File: src/mpva_pkg.sv
package mpva_pkg;

  localparam int VOICE_COUNT   = 32;
  localparam int CHANNEL_COUNT = 16;
  localparam int SAMPLE_RATE   = 37500;
  localparam int SLOT_W        = (VOICE_COUNT > 1) ? $clog2(VOICE_COUNT) : 1;
  localparam int CNT_W         = SLOT_W + 1;

  localparam logic [3:0]  DRUM_CHANNEL  = 4'd9;
  localparam logic [15:0] RELEASE_TICKS = 16'(SAMPLE_RATE / 8);
  localparam logic [15:0] DECAY_POS     = 16'(SAMPLE_RATE / 2);
  localparam logic [15:0] DRUM_TIMEOUT  = 16'(SAMPLE_RATE);

  localparam logic [7:0] SYSEX_START = 8'hF0;
  localparam logic [7:0] SYSEX_END   = 8'hF7;
  localparam logic [6:0] CC_VOLUME   = 7'h07;
  localparam logic [6:0] CC_SUSTAIN  = 7'h40;
  localparam logic [6:0] CC_ALL_OFF  = 7'h78;
  localparam logic [6:0] CC_NOTES_OFF = 7'h7B;
  localparam logic [6:0] CC_RESET    = 7'h79;

  localparam logic [3:0] ST_NOTE_OFF = 4'h8;
  localparam logic [3:0] ST_NOTE_ON  = 4'h9;
  localparam logic [3:0] ST_CTRL     = 4'hB;
  localparam logic [3:0] ST_PROGRAM  = 4'hC;

  localparam logic [1:0] REQ_MIDI    = 2'd0;
  localparam logic [1:0] REQ_TICK    = 2'd1;
  localparam logic [1:0] REQ_ALL_OFF = 2'd2;

  localparam logic [1:0] MSG_LEN [8] = '{2'd3, 2'd3, 2'd3, 2'd3, 2'd2, 2'd2, 2'd3, 2'd1};

  typedef struct packed {
    logic [3:0]  chan;
    logic [6:0]  note;
    logic [6:0]  level;
    logic [6:0]  base;
    logic [15:0] pos;
    logic [15:0] rel;
  } voice_t;

  localparam int VOICE_W = $bits(voice_t);

  typedef struct packed {
    logic [4:0] slot;
    logic       active;
    logic [3:0] chan;
    logic [6:0] note;
    logic [6:0] level;
  } res_t;

  typedef enum logic [2:0] {
    OP_NONE, OP_NOTE_ON, OP_NOTE_OFF, OP_VOLUME,
    OP_SUSTAIN, OP_ALL_OFF, OP_PROGRAM, OP_TICK
  } op_e;

  typedef enum logic [1:0] {
    S_IDLE, S_NOTE_ON, S_WALK, S_FLUSH
  } state_e;

endpackage

File: src/midi_parser_voice_allocator.sv
// A byte that completes no message is taken with busy left low; a note-on keeps busy
// high through S_NOTE_ON and S_FLUSH, and its result is registered onto the ports.
// A voice walk (tick, note-off, channel controllers, program change, all-off) keeps busy
// high while it reads the voices (a note-on with no free voice first passes S_NOTE_ON);
// a note-off walk ends at the first
// match. Results come one per cycle at most; the receiver cannot stall them.
// Reset (rst_ni low, asynchronous) clears all voices, masks, volumes and parser.
module midi_parser_voice_allocator
  import mpva_pkg::*;
(
  input  logic       clk_i,
  input  logic       rst_ni,
  input  logic       start,
  output logic       busy,
  input  logic [1:0] req_type_i,
  input  logic [7:0] midi_byte_i,
  output logic       result_strobe_o,
  output logic [4:0] voice_slot_o,
  output logic       voice_active_o,
  output logic [3:0] voice_channel_o,
  output logic [6:0] voice_note_o,
  output logic [6:0] voice_level_o,
  output logic       last_change_o
);

  state_e state_q, state_d;
  op_e    op_q, op_d;
  logic [3:0]  ch_q, ch_d;
  logic [6:0]  d1_q, d1_d, d2_q, d2_d;
  logic [23:0] word_q, word_d;
  logic [2:0]  pos_q, pos_d;
  logic [1:0]  len_q, len_d;
  logic        sysex_q, sysex_d;
  logic [CHANNEL_COUNT-1:0] sustain_q, sustain_d;
  logic [6:0]  vol_q [CHANNEL_COUNT];
  logic [6:0]  vol_d [CHANNEL_COUNT];
  logic [VOICE_COUNT-1:0] mask_q, mask_d, vld_q, vld_d;
  logic [CNT_W-1:0]  rd_cnt_q, rd_cnt_d;
  logic              p_vld_q, p_vld_d, hit_q, hit_d;
  logic [SLOT_W-1:0] p_idx_q, p_idx_d;
  logic              pend_vld_q, pend_vld_d;
  res_t              pend_q, pend_d, out_q, out_d;
  logic              out_stb_q, out_stb_d, out_last_q, out_last_d;

  logic accept;
  assign busy   = (state_q != S_IDLE);
  assign accept = start && !busy;

  // parser, evaluated on the incoming byte
  logic        is_stat, apply;
  logic [1:0]  len_n;
  logic [2:0]  pos_n;
  logic [23:0] word_n;
  logic        sx_n;
  logic [3:0]  mch;
  logic [6:0]  md1, md2;

  always_comb begin
    is_stat = midi_byte_i[7] && !(midi_byte_i == SYSEX_END && sysex_q);
    len_n   = len_q;
    pos_n   = pos_q;
    word_n  = word_q;
    sx_n    = sysex_q;
    apply   = 1'b0;
    if (is_stat) begin
      len_n  = MSG_LEN[midi_byte_i[6:4]];
      pos_n  = 3'd0;
      word_n = 24'd0;
      if (midi_byte_i == SYSEX_START) begin
        sx_n = 1'b1;
      end
    end
    if (sx_n) begin
      if (midi_byte_i == SYSEX_END) begin
        sx_n = 1'b0;
      end
    end else if (len_n != 2'd0) begin
      if (pos_n < 3'd3) begin
        word_n = word_n | (24'(midi_byte_i) << {pos_n[1:0], 3'b000});
      end
      if (pos_n < 3'd4) begin
        pos_n = pos_n + 3'd1;
      end
      if (pos_n == {1'b0, len_n}) begin
        apply = 1'b1;
      end
    end
    mch = word_n[3:0];
    md1 = word_n[14:8];
    md2 = word_n[22:16];
  end

  // lowest free voice
  logic              free_found;
  logic [SLOT_W-1:0] free_idx;
  always_comb begin
    free_found = 1'b0;
    free_idx   = '0;
    for (int i = VOICE_COUNT - 1; i >= 0; i--) begin
      if (!mask_q[i]) begin
        free_found = 1'b1;
        free_idx   = SLOT_W'(i);
      end
    end
  end

  logic [13:0] on_prod;
  logic [6:0]  on_vol, on_level;
  assign on_vol   = vol_q[ch_q];
  assign on_prod  = 14'(on_vol) * 14'(d2_q);
  assign on_level = (on_vol == 7'd0) ? d2_q : on_prod[13:7];

  // voice RAM
  logic              ram_we, ram_re;
  logic [SLOT_W-1:0] ram_waddr;
  voice_t            ram_wdata, ram_rdata, ent;

  mpva_ram #(
    .WIDTH(VOICE_W),
    .DEPTH(VOICE_COUNT)
  ) u_voice_ram (
    .clk_i  (clk_i),
    .we_i   (ram_we),
    .waddr_i(ram_waddr),
    .wdata_i(ram_wdata),
    .re_i   (ram_re),
    .raddr_i(rd_cnt_q[SLOT_W-1:0]),
    .rdata_o(ram_rdata)
  );

  // never-written entries read as zero
  assign ent = vld_q[p_idx_q] ? ram_rdata : '0;

  // per-voice processing stage
  logic       pr_act, pr_wr, pr_emit, pr_stop, pr_hit, pr_live;
  voice_t     pr_ent;
  logic [13:0] vol_prod;
  assign vol_prod = 14'(d2_q) * 14'(ent.base);
  assign pr_live  = (state_q == S_WALK) && p_vld_q && !hit_q;

  always_comb begin
    pr_act  = mask_q[p_idx_q];
    pr_wr   = 1'b0;
    pr_emit = 1'b0;
    pr_stop = 1'b0;
    pr_hit  = 1'b0;
    pr_ent  = ent;
    case (op_q)
      OP_NOTE_OFF: begin
        if (pr_act && ent.chan == ch_q && ent.note == d1_q) begin
          pr_hit = 1'b1;
          if (ch_q == DRUM_CHANNEL) begin
            pr_stop = 1'b1;
          end else begin
            pr_ent.level = ent.level >> 1;
            pr_ent.rel   = ent.pos + RELEASE_TICKS;
            pr_wr        = 1'b1;
            pr_emit      = 1'b1;
          end
        end
      end
      OP_VOLUME: begin
        if (ent.chan == ch_q) begin
          pr_ent.level = vol_prod[13:7];
          pr_wr        = 1'b1;
          pr_emit      = pr_act;
        end
      end
      OP_SUSTAIN: begin
        if (ent.chan == ch_q) begin
          if (ch_q == DRUM_CHANNEL) begin
            pr_stop = pr_act;
          end else begin
            pr_ent.level = ent.level >> 1;
            pr_ent.rel   = ent.pos + RELEASE_TICKS;
            pr_wr        = 1'b1;
            pr_emit      = pr_act;
          end
        end
      end
      OP_ALL_OFF: begin
        pr_stop = pr_act;
      end
      OP_PROGRAM: begin
        pr_stop = pr_act && ent.chan == ch_q;
      end
      OP_TICK: begin
        if (pr_act) begin
          pr_ent.pos = ent.pos + 16'd1;
          pr_wr      = 1'b1;
          if (ent.chan == DRUM_CHANNEL) begin
            pr_stop = ent.pos > DRUM_TIMEOUT;
          end else if (ent.pos == DECAY_POS) begin
            pr_ent.level = ent.level - (ent.level >> 2);
            pr_emit      = 1'b1;
          end else if (ent.pos != 16'd0 && ent.pos == ent.rel) begin
            pr_stop = 1'b1;
          end
        end
      end
      default: begin
      end
    endcase
  end

  logic emit_v;
  res_t emit_r;

  always_comb begin
    state_d    = state_q;
    op_d       = op_q;
    ch_d       = ch_q;
    d1_d       = d1_q;
    d2_d       = d2_q;
    word_d     = word_q;
    pos_d      = pos_q;
    len_d      = len_q;
    sysex_d    = sysex_q;
    sustain_d  = sustain_q;
    vol_d      = vol_q;
    mask_d     = mask_q;
    vld_d      = vld_q;
    rd_cnt_d   = rd_cnt_q;
    p_vld_d    = 1'b0;
    p_idx_d    = p_idx_q;
    hit_d      = hit_q;
    pend_vld_d = pend_vld_q;
    pend_d     = pend_q;
    out_stb_d  = 1'b0;
    out_d      = out_q;
    out_last_d = 1'b0;
    ram_we     = 1'b0;
    ram_re     = 1'b0;
    ram_waddr  = p_idx_q;
    ram_wdata  = pr_ent;
    emit_v     = 1'b0;
    emit_r     = '0;

    case (state_q)
      S_IDLE: begin
        if (accept) begin
          rd_cnt_d = '0;
          hit_d    = 1'b0;
          case (req_type_i)
            REQ_MIDI: begin
              word_d  = word_n;
              pos_d   = pos_n;
              len_d   = len_n;
              sysex_d = sx_n;
              if (apply) begin
                ch_d = mch;
                d1_d = md1;
                d2_d = md2;
                case (word_n[7:4])
                  ST_NOTE_ON: begin
                    if (md2 != 7'd0) begin
                      state_d = S_NOTE_ON;
                    end else if (!sustain_q[mch]) begin
                      op_d    = OP_NOTE_OFF;
                      state_d = S_WALK;
                    end
                  end
                  ST_NOTE_OFF: begin
                    if (!sustain_q[mch]) begin
                      op_d    = OP_NOTE_OFF;
                      state_d = S_WALK;
                    end
                  end
                  ST_CTRL: begin
                    if (md1 == CC_VOLUME) begin
                      vol_d[mch] = md2;
                      op_d       = OP_VOLUME;
                      state_d    = S_WALK;
                    end else if (md1 == CC_SUSTAIN) begin
                      if (md2[6]) begin
                        sustain_d[mch] = 1'b1;
                      end else begin
                        sustain_d[mch] = 1'b0;
                        op_d           = OP_SUSTAIN;
                        state_d        = S_WALK;
                      end
                    end else if (md1 == CC_ALL_OFF || md1 == CC_NOTES_OFF) begin
                      op_d    = OP_ALL_OFF;
                      state_d = S_WALK;
                    end else if (md1 == CC_RESET) begin
                      for (int c = 0; c < CHANNEL_COUNT; c++) begin
                        vol_d[c] = 7'd0;
                      end
                    end
                  end
                  ST_PROGRAM: begin
                    op_d    = OP_PROGRAM;
                    state_d = S_WALK;
                  end
                  default: begin
                  end
                endcase
              end
            end
            REQ_TICK: begin
              op_d    = OP_TICK;
              state_d = S_WALK;
            end
            REQ_ALL_OFF: begin
              op_d    = OP_ALL_OFF;
              state_d = S_WALK;
            end
            default: begin
            end
          endcase
        end
      end

      S_NOTE_ON: begin
        if (free_found) begin
          ram_we          = 1'b1;
          ram_waddr       = free_idx;
          ram_wdata.chan  = ch_q;
          ram_wdata.note  = d1_q;
          ram_wdata.level = on_level;
          ram_wdata.base  = d2_q;
          ram_wdata.pos   = 16'd0;
          ram_wdata.rel   = 16'd0;
          vld_d[free_idx]  = 1'b1;
          mask_d[free_idx] = 1'b1;
          emit_v        = 1'b1;
          emit_r.slot   = 5'(free_idx);
          emit_r.active = 1'b1;
          emit_r.chan   = ch_q;
          emit_r.note   = d1_q;
          emit_r.level  = on_level;
          state_d       = S_FLUSH;
        end else if (!sustain_q[ch_q]) begin
          op_d    = OP_NOTE_OFF;
          state_d = S_WALK;
        end else begin
          state_d = S_FLUSH;
        end
      end

      S_WALK: begin
        if (pr_live) begin
          if (pr_wr) begin
            ram_we          = 1'b1;
            vld_d[p_idx_q]  = 1'b1;
          end
          if (pr_stop) begin
            mask_d[p_idx_q] = 1'b0;
          end
          if (pr_hit) begin
            hit_d = 1'b1;
          end
          emit_v        = pr_emit || pr_stop;
          emit_r.slot   = 5'(p_idx_q);
          emit_r.active = !pr_stop;
          emit_r.chan   = ent.chan;
          emit_r.note   = ent.note;
          emit_r.level  = pr_stop ? 7'd0 : pr_ent.level;
        end
        // next read overlaps the current write; addresses always differ
        if (rd_cnt_q < CNT_W'(VOICE_COUNT) && !hit_q && !(pr_live && pr_hit)) begin
          ram_re   = 1'b1;
          p_vld_d  = 1'b1;
          p_idx_d  = rd_cnt_q[SLOT_W-1:0];
          rd_cnt_d = rd_cnt_q + CNT_W'(1);
        end else begin
          state_d = S_FLUSH;
        end
      end

      S_FLUSH: begin
        out_stb_d  = pend_vld_q;
        out_d      = pend_q;
        out_last_d = 1'b1;
        pend_vld_d = 1'b0;
        if (op_q == OP_ALL_OFF) begin
          vld_d     = '0;
          mask_d    = '0;
          sustain_d = '0;
        end
        op_d    = OP_NONE;
        state_d = S_IDLE;
      end

      default: begin
        state_d = S_IDLE;
      end
    endcase

    // one result held back so the last one can be flagged
    if (emit_v) begin
      if (pend_vld_q) begin
        out_stb_d  = 1'b1;
        out_d      = pend_q;
        out_last_d = 1'b0;
      end
      pend_d     = emit_r;
      pend_vld_d = 1'b1;
    end
  end

  always_ff @(posedge clk_i or negedge rst_ni) begin
    if (!rst_ni) begin
      state_q    <= S_IDLE;
      op_q       <= OP_NONE;
      word_q     <= '0;
      pos_q      <= '0;
      len_q      <= '0;
      sysex_q    <= 1'b0;
      sustain_q  <= '0;
      for (int c = 0; c < CHANNEL_COUNT; c++) begin
        vol_q[c] <= 7'd0;
      end
      mask_q     <= '0;
      vld_q      <= '0;
      rd_cnt_q   <= '0;
      p_vld_q    <= 1'b0;
      hit_q      <= 1'b0;
      pend_vld_q <= 1'b0;
      out_stb_q  <= 1'b0;
      out_last_q <= 1'b0;
    end else begin
      state_q    <= state_d;
      op_q       <= op_d;
      word_q     <= word_d;
      pos_q      <= pos_d;
      len_q      <= len_d;
      sysex_q    <= sysex_d;
      sustain_q  <= sustain_d;
      vol_q      <= vol_d;
      mask_q     <= mask_d;
      vld_q      <= vld_d;
      rd_cnt_q   <= rd_cnt_d;
      p_vld_q    <= p_vld_d;
      hit_q      <= hit_d;
      pend_vld_q <= pend_vld_d;
      out_stb_q  <= out_stb_d;
      out_last_q <= out_last_d;
    end
  end

  always_ff @(posedge clk_i) begin
    ch_q    <= ch_d;
    d1_q    <= d1_d;
    d2_q    <= d2_d;
    p_idx_q <= p_idx_d;
    pend_q  <= pend_d;
    out_q   <= out_d;
  end

  assign result_strobe_o = out_stb_q;
  assign voice_slot_o    = out_q.slot;
  assign voice_active_o  = out_q.active;
  assign voice_channel_o = out_q.chan;
  assign voice_note_o    = out_q.note;
  assign voice_level_o   = out_q.level;
  assign last_change_o   = out_last_q;

`ifndef SYNTH
  a_no_pend_idle: assert property (@(posedge clk_i) disable iff (!rst_ni)
    !(state_q == S_IDLE && pend_vld_q))
    else $error("result left pending while idle");

  a_stage_in_walk: assert property (@(posedge clk_i) disable iff (!rst_ni)
    p_vld_q |-> state_q == S_WALK)
    else $error("voice stage valid outside a walk");

  a_cnt_range: assert property (@(posedge clk_i) disable iff (!rst_ni)
    rd_cnt_q <= CNT_W'(VOICE_COUNT))
    else $error("walk counter out of range");

  a_last_gap: assert property (@(posedge clk_i) disable iff (!rst_ni)
    (result_strobe_o && last_change_o) |=> !result_strobe_o)
    else $error("result straight after last of a transaction");

  a_stop_clears: assert property (@(posedge clk_i) disable iff (!rst_ni)
    (emit_v && !emit_r.active) |=> !mask_q[$past(p_idx_q)])
    else $error("stopped voice still marked active");
`endif

endmodule

File: src/mpva_ram.sv
module mpva_ram #(
  parameter int WIDTH = 8,
  parameter int DEPTH = 32
) (
  input  logic                                      clk_i,
  input  logic                                      we_i,
  input  logic [((DEPTH > 1) ? $clog2(DEPTH) : 1)-1:0] waddr_i,
  input  logic [WIDTH-1:0]                          wdata_i,
  input  logic                                      re_i,
  input  logic [((DEPTH > 1) ? $clog2(DEPTH) : 1)-1:0] raddr_i,
  output logic [WIDTH-1:0]                          rdata_o
);

  logic [WIDTH-1:0] mem_q [DEPTH];

  always_ff @(posedge clk_i) begin
    if (we_i) begin
      mem_q[waddr_i] <= wdata_i;
    end
    if (re_i) begin
      rdata_o <= mem_q[raddr_i];
    end
  end

endmodule

File: config.mk
export PLATFORM = sky130hd
export DESIGN_NAME = midi_parser_voice_allocator
export DESIGN_NICKNAME = d
export VERILOG_FILES = /design/src/mpva_pkg.sv /design/src/midi_parser_voice_allocator.sv /design/src/mpva_ram.sv
export SDC_FILE = /design/constraint.sdc
export NUM_CORES = 2
export LEC_CHECK = 0
export BUFFER_PORTS_ARGS = -buffer_cell sky130_fd_sc_hd__buf_2
export CAP_MARGIN = 20
export CORE_MARGIN = 4
export CORE_UTILIZATION = 25
export CTS_CLUSTER_DIAMETER = 40
export DETAILED_ROUTE_END_ITERATION = 8
export PLACE_DENSITY = 0.39
export SETUP_SLACK_MARGIN = 0.3
export SLEW_MARGIN = 20
export SYNTH_ARGS = -nofsm -noshare
export SYNTH_HDL_FRONTEND = slang
export SYNTH_HIERARCHICAL = 1
export SYNTH_SLANG_ARGS = --single-unit
export TNS_END_PERCENT = 1
File: constraint.sdc
create_clock -name clk_i -period 10.3 [get_ports clk_i]
set_input_delay 1.545 -clock clk_i [delete_from_list [all_inputs] [get_ports clk_i]]
set_output_delay 1.545 -clock clk_i [all_outputs]
set_load 0.03 [all_outputs]
Word-level counts from Yosys, hierarchy flattened

Memories as Yosys holds them, arrays and structs flattened. A register that Yosys moved wholly into a read port is not among the register bits.
Index checks and enable logic that the tools add are counted.

Register bits: 309
Bits in latches: 0
Bits in writable memories: 1,824
ROM bits: 16
Input bits: 13
Output and inout bits: 27
Logic and storage cells: 412
Memories: 2

$add $sub $neg: 5
Multiply operators: 2
Divide/modulo/power cells: 0
Magnitude comparators: 15
Equality and inequality tests: 54
Shift operators: 1
Multiplexer cells: 229
Bitwise gates (word level): 12
Reduce and logical (&&, ||, !) cells: 47

Memory list:

| name              | depth | width | read ports | clocked after memory_dff | wr ports | line                              | source |
|---|---|---|---|---|---|---|---|
| u_voice_ram.mem_q | 32    | 57    | 1          | 1                        | 1        | mpva_ram.sv:14                    | `logic [WIDTH-1:0] mem_q [DEPTH];` |
| (name not given)  | 8     | 2     | 1          | 0                        | 0        | midi_parser_voice_allocator.sv:66 | `len_n = MSG_LEN[midi_byte_i[6:4]];` |

Operators by type and width:

| operator             | count |
|---|---|
| $mux W112            | 4 |
| $mux W32             | 7 |
| $mux W24             | 9 |
| $mux W16             | 13 |
| $pmux W32 S3         | 2 |
| $mux W57             | 3 |
| $mux W5              | 34 |
| $bwmux W112          | 1 |
| $or A32 B32 Y32      | 3 |
| $mux W1              | 88 |
| $mux W7              | 12 |
| $pmux W16 S2         | 2 |
| $mux W3              | 16 |
| $pmux W24 S2         | 1 |
| $and A32 B32 Y32     | 1 |
| $not A32 Y32         | 1 |
| $ne A2 B2 Y1 const B | 15 |
| $bmux W7 S4          | 1 |
| $demux W7 S4         | 1 |
| $eq A7 B7 Y1 const B | 4 |
| $mul A7 B7 Y14       | 2 |
| $pmux W7 S4          | 1 |
| $eq A4 B4 Y1 const B | 6 |
| $mux W2              | 12 |
| 71 further kinds     | 126 |

Logic depth before layout (Yosys ltp)

Word-level depth: 39
Gate-level depth with buffers: 30
Mapped depth without buffers: 23

Hierarchy

The synthesis kept the hierarchy.

Modules (own cells, without submodules):

| module                      | times used | cells an instance | area an instance (um^2) | sequential area each (um^2) |
|---|---|---|---|---|
| mpva_ram                    | 1          | 3,985             | 72,692.2                | 56,484.2 |
| midi_parser_voice_allocator | 1          | 2,480             | 21,580.7                | 7,797.5 |

Least setup slack after synthesis

OpenSTA, ideal clock, no wires.

Path kind: flip-flop to flip-flop
Start point: register p_idx_q[0]
End point: memory u_voice_ram/mem_q[0][44] (netlist bit), data pin
Data arrival time: 7.519 ns
Setup slack: 2.396 ns
Cell stages (with the launch flop): 29
Clock period less this slack: 7.904 ns
Cell sequence: edfxtp_1 > buf_2 > or2_2 > o221ai_1 > o211ai_1 > o2111ai_2 > buf_2 > clkbuf_1 > clkbuf_1 > clkbuf_1 > buf_1 > nand3_1 > fa_1 > fa_1 > inv_1 > fa_1 > inv_1 > fa_1 > inv_1 > ha_1 > a21o_1 > a21o_1 > nor3_1 > o21ai_0 > a31o_2 > a21oi_1 > xor2_1 > o221a_2 > mux2i_1

RTL lines:

| what                     | line                               | source |
|---|---|---|
| start: declaration       | midi_parser_voice_allocator.sv:40  | `logic [SLOT_W-1:0] p_idx_q, p_idx_d;` |
| start signal: assignment | midi_parser_voice_allocator.sv:446 | `p_idx_q <= p_idx_d;` |
| end: declaration         | mpva_ram.sv:14                     |  |

Worst setup path after layout

Start point: register p_idx_q[1]
End point: memory u_voice_ram/mem_q[23][41] (netlist bit), enable pin

Longest elaborated chain between the ends: 13

Ends and longest elaborated chain:

| what                              | line                                                                                                       | source |
|---|---|---|
| $bmux W1 S5                       | midi_parser_voice_allocator.sv:132                                                                         | `assign ent = vld_q[p_idx_q] ? ram_rdata : '0;` |
| $mux W1 (not written as such)     | midi_parser_voice_allocator.sv:132                                                                         |  |
| $mux W57                          | midi_parser_voice_allocator.sv:132                                                                         |  |
| $eq A4 B4 Y1                      | midi_parser_voice_allocator.sv:150, midi_parser_voice_allocator.sv:163, midi_parser_voice_allocator.sv:170 |  |
| $logic_and A1 B1 Y1 (2 in a row)  | midi_parser_voice_allocator.sv:150                                                                         | `if (pr_act && ent.chan == ch_q && ent.note == d1_q) begin` |
| $mux W1                           | midi_parser_voice_allocator.sv:150                                                                         |  |
| $pmux W1 S4 (*)                   | midi_parser_voice_allocator.sv:148                                                                         | `case (op_q)` |
| $mux W1 (*)                       | midi_parser_voice_allocator.sv:343                                                                         | `if (pr_wr) begin` |
| $mux W1 (*)                       | midi_parser_voice_allocator.sv:342                                                                         | `if (pr_live) begin` |
| $pmux W1 S2 (*)                   | midi_parser_voice_allocator.sv:239                                                                         | `case (state_q)` |
| named net ram_we                  | midi_parser_voice_allocator.sv:114                                                                         | `logic ram_we, ram_re;` |
| $mux W1 (*)                       | mpva_ram.sv:17                                                                                             | `if (we_i) begin` |
| $mux W1 (not written as such) (*) | mpva_ram.sv:18                                                                                             | `mem_q[waddr_i] <= wdata_i;` |

Mark *: on every way through the listed nets, which the timed path passes. The rest lies on a longest branch. The select of a mux whose other input is x is not followed.

==> flow_summary_export.csv <==
group,metric,value,unit
status,outcome,"finished, final reports clean",
clocking,clock_path_buffers,4,
synthesis,synth_area,0.0943,sq mm
floorplanning,core_area,0.376,sq mm
floorplanning,fp.dieW,622,um
timing,clock_skew,0.0704,ns
grt,antenna_found_initial,14,
placed_design,place_congestion,0.826,
finish,multi_input_comb_area,0.0278,sq mm
grt,grt_pass1_wl,438,mm
grt,grt_max_degree,159,
critical_path,worstPathRequired,10.82,ns
synthesis,async_reset_ff_share,10.8,%
timing,setup_viol,0,
grt,grt_pass1_vias,57948,
clocking,cts.reportedPaths.clkPinSlew,0.05,ns
timing,slew_headroom,27.9,%
clocking,clock_latency,0.92,ns
clocking,cts_root_buffer,"clkbuf_16",
flow_run,max-cap-violations,0,
route,dr_total_vias,57378,
critical_path,worstSetupStartpointType,"flop",
finish,area_growth,20.9,%
clocking,htreeDepth,5,
grt,overflow,0,
route,dr.pass1.iters,6,
critical_path,critPathMostFrequentCell,"buf_4",
timing,slew_violations,0,
clocking,cts_sinks,2188,
placed_design,post-place-ws,2.25,ns
timing,rsz0062_at_grt,"no",
floorplanning,die_y,622,um
power,peakVddDrop,222,uV
worst_hold_path,hold_path_class,"flop to flop",
clocking,cts_tree,"done",
synthesis,synthCells,6465,
critical_path,crit_type,"flop to flop",
finish,final-seq-area,0.0643,sq mm
synthesis,synth_ff_type,"edfxtp_1",
clocking,cts_buffers,371,
synthesis,synth_fp_nets,6603,
critical_path,worstPathArrival,8.63,ns
synthesis,yosysWarnings,6,
route,vias_per_cell,4.78,
floorplanning,initial_utilization,25.1,%
route,ant_nets,0,
power,total_leakage_power,39.4,nW
grt,track_usage,15.4,%
route,wire_per_inst,25.6,um
route,drt_iter0_markers,4495,
floorplanning,fp.dieArea,0.387,sq mm
clocking,hold_buffers,0,
placed_design,dp_hpwl,174,mm
finish,layout.cells.most_common,"edfxtp_1",
synthesis,ys_ff_latch,2188,
synthesis,avgSynthCellArea,14.6,sq um
route,drc_errors,0,
clocking,post_cts_buffers,0,
critical_path,crit_chain,"buf_4 > mux2i_1 > o22ai_1 > o21ai_0 > o2111ai_4 > buf_4 > buf_4 > mux2i_1 > nand2_1 > nor3_1 > a211o_1 > a21oi_1 > nor2_1 > nand3_1 > nor2_4 > buf_4",
placed_design,port_buffers,39,
critical_path,slowest_stage,"nor2_4",
timing,hold_viol,0,
finish,fillCellCount,37425,
floorplanning,fp-row-count,225,
synthesis,synth.distinct_cells,94,
route,drt_wl_total,307,mm
clocking,postCtsResizedCells,0,
finish,nets,6820,
timing,final.min_clock_period,8.11,ns
finish,layout_common_cells,"edfxtp_1, mux2i_1, nand2_1, clkbuf_16, a21oi_1",
critical_path,crit_fanout,44,
synthesis,synth-edff-count,1928,
critical_path,cp_slowest_stage_delay,1.04,ns
timing,fmax,123,MHz
timing,period_share,78.8,%
timing,fin_setup_tns,0,ns
critical_path,endpoint_kind,"flop",
floorplanning,ioPinCount,40,
timing,layout_setup_ws,2.19,ns
power,power_density,312,mW/mm^2
synthesis,ys_seq_area_share,68.2,%
timing,tightest_slew,1.08,ns
finish,drive_gt1_share,14.5,%
[logic make-up after synthesis]
| family | Yosys count | synth area share (%) |
|---|---|---|
| flip-flops | 2188 | 68.2 |
| AND/OR/NAND/NOR | 1354 | 6.58 |
| AO/OA/AOI/OAI | 1200 | 8.32 |
| multiplexers | 1036 | 11.5 |
| buffers and inverters | 497 | 2.80 |
| adder cells (fa/ha/maj) | 125 | 2.03 |
| XOR/XNOR | 65 | 0.604 |
[cell usage after synthesis (all sizes together), types with 9 or more instances]
cell | count | area (sq um)
edfxtp | 1928 | 57900
mux2i | 977 | 9780
nand2 | 577 | 2170
a21oi | 302 | 1510
nand3 | 258 | 1290
o21ai | 255 | 1280
dfrtp | 236 | 5910
buf | 213 | 1580
nor2 | 207 | 777
a22oi | 195 | 1470
clkbuf | 154 | 578
a22o | 145 | 1270
inv | 129 | 484
nor3 | 83 | 427
ha | 78 | 976
a31oi | 73 | 457
fa | 47 | 941
xnor2 | 45 | 394
and2 | 40 | 250
and3 | 39 | 244
o22ai | 39 | 244
mux2 | 32 | 435
nand4 | 32 | 200
a21o | 28 | 210
mux4 | 27 | 608
dfxtp | 24 | 480
nand3b | 22 | 165
xor2 | 20 | 175
nand2b | 16 | 108
o311ai | 16 | 140
nor2b | 14 | 87.6
o21a | 14 | 105
o31ai | 14 | 119
a221oi | 13 | 114
or2 | 13 | 81.3
or3 | 13 | 81.3
o211ai | 11 | 82.6
o221ai | 10 | 87.6
a211oi | 9 | 72.6
a21boi | 9 | 67.6
nor3b | 9 | 67.6
o32ai | 9 | 78.8
[path summary, 6_finish.rpt]
check                                 from                         to  slack [ns]  cells after the start
worst max-delay path            p_idx_q[1]  u_voice_ram/mem_q[23][41]        2.19                     16
worst min-delay path            pend_q[12]            voice_note_o[5]        0.47                      1
worst max register to register  p_idx_q[1]  u_voice_ram/mem_q[23][41]        2.19                     16
worst min register to register  pend_q[12]            voice_note_o[5]        0.47                      1
max in group asynchronous           rst_ni                rd_cnt_q[0]        8.16                      2
min in group asynchronous           rst_ni                  word_q[2]        0.66                      1
[critical path: cells and delay by family, from the launching register on]
kind,cells,cell delay [ns]
multiplexers,2,0.87
AO/OA/AOI/OAI,5,1.11
buffers and inverters,4,1.94
AND/OR/NAND/NOR,5,2.90
flip-flops,1,0.86
[power by group]
part           internal [W]  total, W  switching, W
Clock               0.00847    0.0130       0.00456
Sequential           0.0122    0.0128      0.000555
Combinational       0.00269   0.00970       0.00701
[metal layers]
| metal | track usage [%] | share of wire [%] | wire length, um |
|---|---|---|---|
| met2 | 24.2 | 46 | 140000 |
| met1 | 22.3 | 48 | 147000 |
| met3 | 1.88 | 4.2 | 12900 |
| met4 | 4.03 | 2.4 | 7260 |
| met5 | 0 | 0.0042 | 13 |
[metrics by stage]
| stage | area, sq um | total power, W | utilization, % | hold WS, ns | instances |
|---|---|---|---|---|---|
| 2_1_floorplan | 94300 | 0.0187 | - | 0.445 | 6465 |
| 3_3_place_gp | 101000 | 0.0227 | 26.8 | 0.456 | 11300 |
| 3_5_place_dp | 101000 | 0.0228 | 26.8 | 0.465 | 11301 |
| 4_1_cts | 114000 | 0.0360 | 30.3 | 0.474 | 11995 |
| 5_1_grt | 114000 | 0.0371 | 30.3 | 0.480 | 11999 |
| 6_report | 114000 | 0.0355 | 30.3 | 0.469 | 12002 |
[state kept, by name (all words and copies together), names as in the netlist, 16 cells and up]
name	flops
word_q	22
vol_q	112
pend_q	24
mask_q	32
u_voice_ram/mem_q	1824
sustain_q	16
vld_q	32
u_voice_ram/rdata_o	57
[layout make-up]
cell class | count | share of cell area [%]
inverter | 130 | 0.430
clock inverter | 279 | 3.11
tap | 4994 | 5.48
sequential | 2188 | 56.4
antenna | 5 | 0.0110
multi-input combinational | 3780 | 24.4
clock buffer | 415 | 8.50
timing repair buffer | 211 | 1.62
(Power assumes the default switching activity.)
